`config.mk`:
```
export PLATFORM = sky130hd
export DESIGN_NAME = oahs_ram
export DESIGN_NICKNAME = d
export VERILOG_FILES = /design/src/hdl/open_addressing_hash_set_unit_assert.svh /design/src/hdl/oahs_ram.sv
export SDC_FILE = /design/constraint.sdc
export NUM_CORES = 1
export LEC_CHECK = 0
export BUFFER_PORTS_ARGS = -buffer_cell sky130_fd_sc_hd__buf_4
export CELL_PAD_IN_SITES_DETAIL_PLACEMENT = 0
export CELL_PAD_IN_SITES_GLOBAL_PLACEMENT = 2
export CORE_ASPECT_RATIO = 0.75
export CORE_MARGIN = 4
export CORE_UTILIZATION = 40
export CTS_BUF_LIST = sky130_fd_sc_hd__clkbuf_4 sky130_fd_sc_hd__clkbuf_8
export DETAILED_ROUTE_END_ITERATION = 10
export HOLD_SLACK_MARGIN = 0.1
export PLACE_DENSITY = 0.73
export SYNTH_ARGS = -nofsm -noshare
export SYNTH_HDL_FRONTEND = slang
export SYNTH_SLANG_ARGS = --single-unit
export TNS_END_PERCENT = 20
```
`constraint.sdc`:
```
create_clock -name clk -period 3.6 [get_ports clk]
set_clock_uncertainty 0.2 [all_clocks]
set_input_delay 0.72 -clock clk [delete_from_list [all_inputs] [get_ports clk]]
set_output_delay 0.72 -clock clk [all_outputs]
set_load 0.01 [all_outputs]
```
`src/hdl/open_addressing_hash_set_unit_assert.svh`:
```
// Assertion macros for the open-addressing hash set unit.
`ifndef OPEN_ADDRESSING_HASH_SET_UNIT_ASSERT_SVH
`define OPEN_ADDRESSING_HASH_SET_UNIT_ASSERT_SVH

// Same-cycle implication, disabled during reset.
`define OAHS_ASSERT_NOW(label, clk, rstn, ante, cons, msg) \
    label: assert property (@(posedge clk) disable iff (!rstn) (ante) |-> (cons)) \
        else $error(msg);

// Next-cycle implication, disabled during reset.
`define OAHS_ASSERT_NEXT(label, clk, rstn, ante, cons, msg) \
    label: assert property (@(posedge clk) disable iff (!rstn) (ante) |=> (cons)) \
        else $error(msg);

`endif

```
`src/hdl/oahs_ram.sv`:
```
// Generic simple dual-port RAM, one write and one registered read port.
module oahs_ram #(
    parameter int WIDTH = 8,
    parameter int DEPTH = 16
) (
    input  logic                     clk,
    input  logic                     we,
    input  logic [$clog2(DEPTH)-1:0] waddr,
    input  logic [WIDTH-1:0]         wdata,
    input  logic [$clog2(DEPTH)-1:0] raddr,
    output logic [WIDTH-1:0]         rdata
);

    logic [WIDTH-1:0] mem [DEPTH];

    always_ff @(posedge clk) begin
        if (we) begin
            mem[waddr] <= wdata;
        end
        rdata <= mem[raddr];
    end

endmodule

```
# --- Yosys cells after proc, flatten, opt, wreduce, memory -nomap -nowiden ---
# Memories as Yosys holds them, arrays and structs flattened. A register that Yosys moved wholly into a read port is not among the register bits.
# Cells that the tools add are included.
classes:
  n_mux: 2
ops:
  columns: ["operator", "count"]
  rows:
  - ["2-to-1 mux 1 bit", 2]
totals:
  elab_cells: 3
  ram_bits: 128
  regBits: 0
  output_inout_bits: 8
  in_bits: 18
  n_memories: 1
mem_list:
  columns: ["memory", "words", "word_bits", "rd", "rd_clocked_by_memory_dff", "wr", "line_no", "rtl"]
  rows:
  - ["mem", 16, 8, 1, 1, 1, "oahs_ram.sv:14", "logic [WIDTH-1:0] mem [DEPTH];"]

# --- Logic depth before layout (Yosys ltp) ---
depth:
  word_depth: 2
  depth_mapped: 5

# --- Least setup slack after synthesis ---
# Ideal clock, no wire load.
synth_path:
  kind: "in2reg"
  startpoint: "in waddr[2]"
  endpoint: "mem mem[0][0] (enable)"
  setup_slack_ns: 1.187
  arrival_time_ns: 1.830
  path_buffers: 0
  cell_stages: 2
  t_required_ns: 3.017
  setup_time_ns: 0.383
  path_cell_list: "or3b_2 nor3_1"
synth_lines:
  columns: ["item", "line_no", "rtl"]
  rows:
  - ["from (decl)", "oahs_ram.sv:8", "input logic [$clog2(DEPTH)-1:0] waddr,"]
  - ["to (decl)", "oahs_ram.sv:14", null]
# Straight into the memory's write port.

# --- Worst setup path after layout ---
layout_path:
  startpoint: "in waddr[2]"
  endpoint: "mem mem[1][2] (enable)"
# Straight into the memory's write port.

==> run summary <==
The xor and xnor area share after synthesis was 0; the data arrival at the endpoint of the critical path was 2.07 ns. For this run, the detailed router's first-pass iteration total came to 4. The first global-routing pass estimated 14660 um of wire.

No sink is reached through more buffers than the 2 on the longest clock path. Number of flip-flops and latches in the synthesized netlist: 136. Setup violations remaining at the end of the flow were counted as 0.

Leaving out fill and tap cells, the most frequent cell in the layout is sky130_fd_sc_hd__edfxtp_1. In this run the vertical extent of the chip is 106.2 um. After detailed routing, the number of remaining DRC violations is 0. The tools report the number of clock sinks seen by CTS as 136.

For the starting density of the core, the log shows 0.4139. For the level count of the clock H-tree, the log shows 4. Number of enable-type register cells in the synthesized netlist: 128. In this run the critical register-to-register path is launched from mem[1][0]$_DFFE_PP_. The synthesized area was 5147 um2.

Final period demand of the worst path: 2.222 ns. The share of final-layout standard cells stronger than drive strength 1 is 0.2912. Dividing the detail-routed via count by the number of cells gives 5.135. The final standard cell utilization of the core came out at 0.4740. For the area enclosed by the die boundary, the log shows 14770 um2. The pin count of the biggest net entering global routing is 33, and the headroom to the max-slew limit is 0.3565. The tool flagged a number of max-cap violations equal to 0. The area of all placed cells without fillers is 5896 um2, and the leakage power total is 1.955 nW.

Buffers placed on the I/O ports in this run total 25. 26 I/O pins were placed. In this run, post-CTS hold repair placed 0 buffers.

Counting the buffers created by CTS gives 17. Counting every net in the synthesized netlist gives 247. The net count of the finished layout is 290.

The tools report the cell at the root of the clock tree as sky130_fd_sc_hd__clkbuf_8. The run gives 2444 as the number of global-route vias before repair. Clock-pin slew was measured on the worst setup and hold paths at 0.07 ns. The die is 139.0 um wide. In the final routed layout, each cell accounts on average for 21.38 um.

The area of placed instances is 5524 um2. The critical path starts at waddr[2]. The number of antenna violations at the first check in global routing is 0. Yosys printed 0 warnings.

The count of final max-slew check failures was 0; the site row count was 35. For this run, the leading register cell type out of synthesis is sky130_fd_sc_hd__edfxtp_1. The logs give 12440 um2 for the standard cell core area and 0.43 ns for the clock latency at the later pin of the worst-skew pair.

Dominant combinational cell family by area after synthesis: multiplexers. VDD sags by at most 0.2637 mV. The complex-gate fraction of the synthesized area works out to 0.02333. The antenna diode count is 0, and the post-detailed-placement half-perimeter wirelength is 5944 um. The post-route fraction of the period consumed by the critical path works out to 0.6172. Number of DRC violations after detailed-routing iteration 0: 138.

The async set-reset flop share out of synthesis was 0. The routed layout has 2316 vias. The arithmetic-cell share of the synthesized area counting full adders, half adders and majority gates works out to 0. The detail route stage leaves a number of antenna-violating nets equal to 0. For the part of the Yosys area used for sequential elements, the log shows 0.7778. TritonCTS built the clock tree. STA puts the critical path data required time at 3.45 ns. Setup repair after global routing left no endpoint under its margin. Global placement routability congestion: 0.7095. After clock tree synthesis, the repair step resized 0 gates. The top achievable clock speed is 0.4501 GHz.

The flow ran to the end, and the final reports show no timing, DRC or antenna violations. Post-synthesis cell count: 229. The setup path with the least slack is of type in -> reg. The library cells used most frequently in the layout, excluding fill and tap cells, are sky130_fd_sc_hd__edfxtp_1, sky130_fd_sc_hd__buf_4, sky130_fd_sc_hd__mux4_2, sky130_fd_sc_hd__clkbuf_8, sky130_fd_sc_hd__a22oi_1. Path category of the worst min-delay check: in -> reg.

The total count of hold-check failures in the final report was 0. The netlist uses 19 different library cells. The remaining global-route overflow was 0. The synthesized-area fraction occupied by and/or/nand/nor cells came out at 0.03184. After detailed routing, the total wire length is 9642 um.

The worst setup path is captured at a register. The buffers inserted during post-CTS setup optimization was 0; the total routing usage reported by global routing was 0.1406. The worst setup path is launched from a primary input. The source of the worst hold timing path was wdata[7]. The mean cell area of the mapped netlist is 22.48 um2, and the area added between synthesis and finish is 14.54%. The multiplexer fraction of the synthesized cell area is 0.1502, and the total power density per cell area is 528.7 nW/um2.

For the total negative slack, the log shows 0 ns. On the final layout, the worst hold slack is 0.3863 ns. The largest driver fanout on the critical path is 8, and the slew at the pin closest to its max-slew limit is 0.9616 ns.
[layer usage]
layer / share of wire / routed length, um / global-route usage / up-vias
li1: - / - / - / 1060
met1: 0.45 / 4367 / 0.1974 / 1186
met2: 0.48 / 4600 / 0.2107 / 68
met3: 0.067 / 643 / 0.04991 / 2
met4: 0.0031 / 30 / 0.03771 / 0
met5: 0 / 0 / 0 / -
[registers in the layout (all words and copies together), names as in the netlist]
signal and count:
rdata 8, mem 128
[final timing paths]
path	end	slack, ns	depth (start not counted)
worst max register to register	rdata[0]$_DFF_P_	2.02	3
worst min register to register	rdata[7]$_DFF_P_	0.47	3
worst min-delay path	mem[8][7]$_DFFE_PP_	0.39	1
worst max-delay path	mem[1][2]$_DFFE_PP_	1.38	3
[kinds of logic after synthesis]
group	count (synthesis)
AO/OA/AOI/OAI	16
buffers and inverters	10
flip-flops	136
multiplexers	32
AND/OR/NAND/NOR	35
[where the power goes]
group	total (mW)	internal (mW)	switching, mW
clock network	1.17	0.633	0.538
logic	0.166	0.0754	0.0903
registers	1.78	1.77	0.0117
total	3.12	2.48	0.640
[stage by stage]
step / power, mW / setup WS, ns / std cells
floorplan: 1.906 / 1.187 / 229
global placement: 1.983 / 0.9524 / 419
detailed placement: 1.986 / 0.9135 / 419
CTS: 3.147 / 1.378 / 451
global route: 3.245 / 1.316 / 451
finish: 3.117 / 1.378 / 451
[Yosys cell counts, types with 2 or more instances]
library cell | n | area share
sky130_fd_sc_hd__nand2_1 | 9 | 0.0066
sky130_fd_sc_hd__nand2b_1 | 2 | 0.0024
sky130_fd_sc_hd__dfxtp_1 | 8 | 0.031
sky130_fd_sc_hd__mux4_1 | 14 | 0.071
sky130_fd_sc_hd__nor3_1 | 4 | 0.0039
sky130_fd_sc_hd__nor2_1 | 13 | 0.0095
sky130_fd_sc_hd__mux4_2 | 18 | 0.079
sky130_fd_sc_hd__clkdlybuf4s25_2 | 3 | 0.0058
sky130_fd_sc_hd__buf_6 | 3 | 0.0066
sky130_fd_sc_hd__edfxtp_1 | 128 | 0.75
sky130_fd_sc_hd__nand3b_1 | 2 | 0.0029
sky130_fd_sc_hd__a22oi_1 | 16 | 0.023
sky130_fd_sc_hd__buf_2 | 3 | 0.0029
[critical path, stage by stage]
cell	delay, ns
sky130_fd_sc_hd__buf_4	0.12
sky130_fd_sc_hd__or3b_2	0.51
sky130_fd_sc_hd__nor2_1	0.72
[layout make-up]
class / instances / area [um2]
Fill cell: 1055 / 6541
Clock inverter: 11 / 107.6
Tap cell: 166 / 207.7
Clock buffer: 21 / 264.0
Sequential cell: 136 / 4004
Multi-Input combinational cell: 83 / 1057
Timing Repair Buffer: 34 / 255.2
Note: power is estimated with default switching activity, not from simulation.
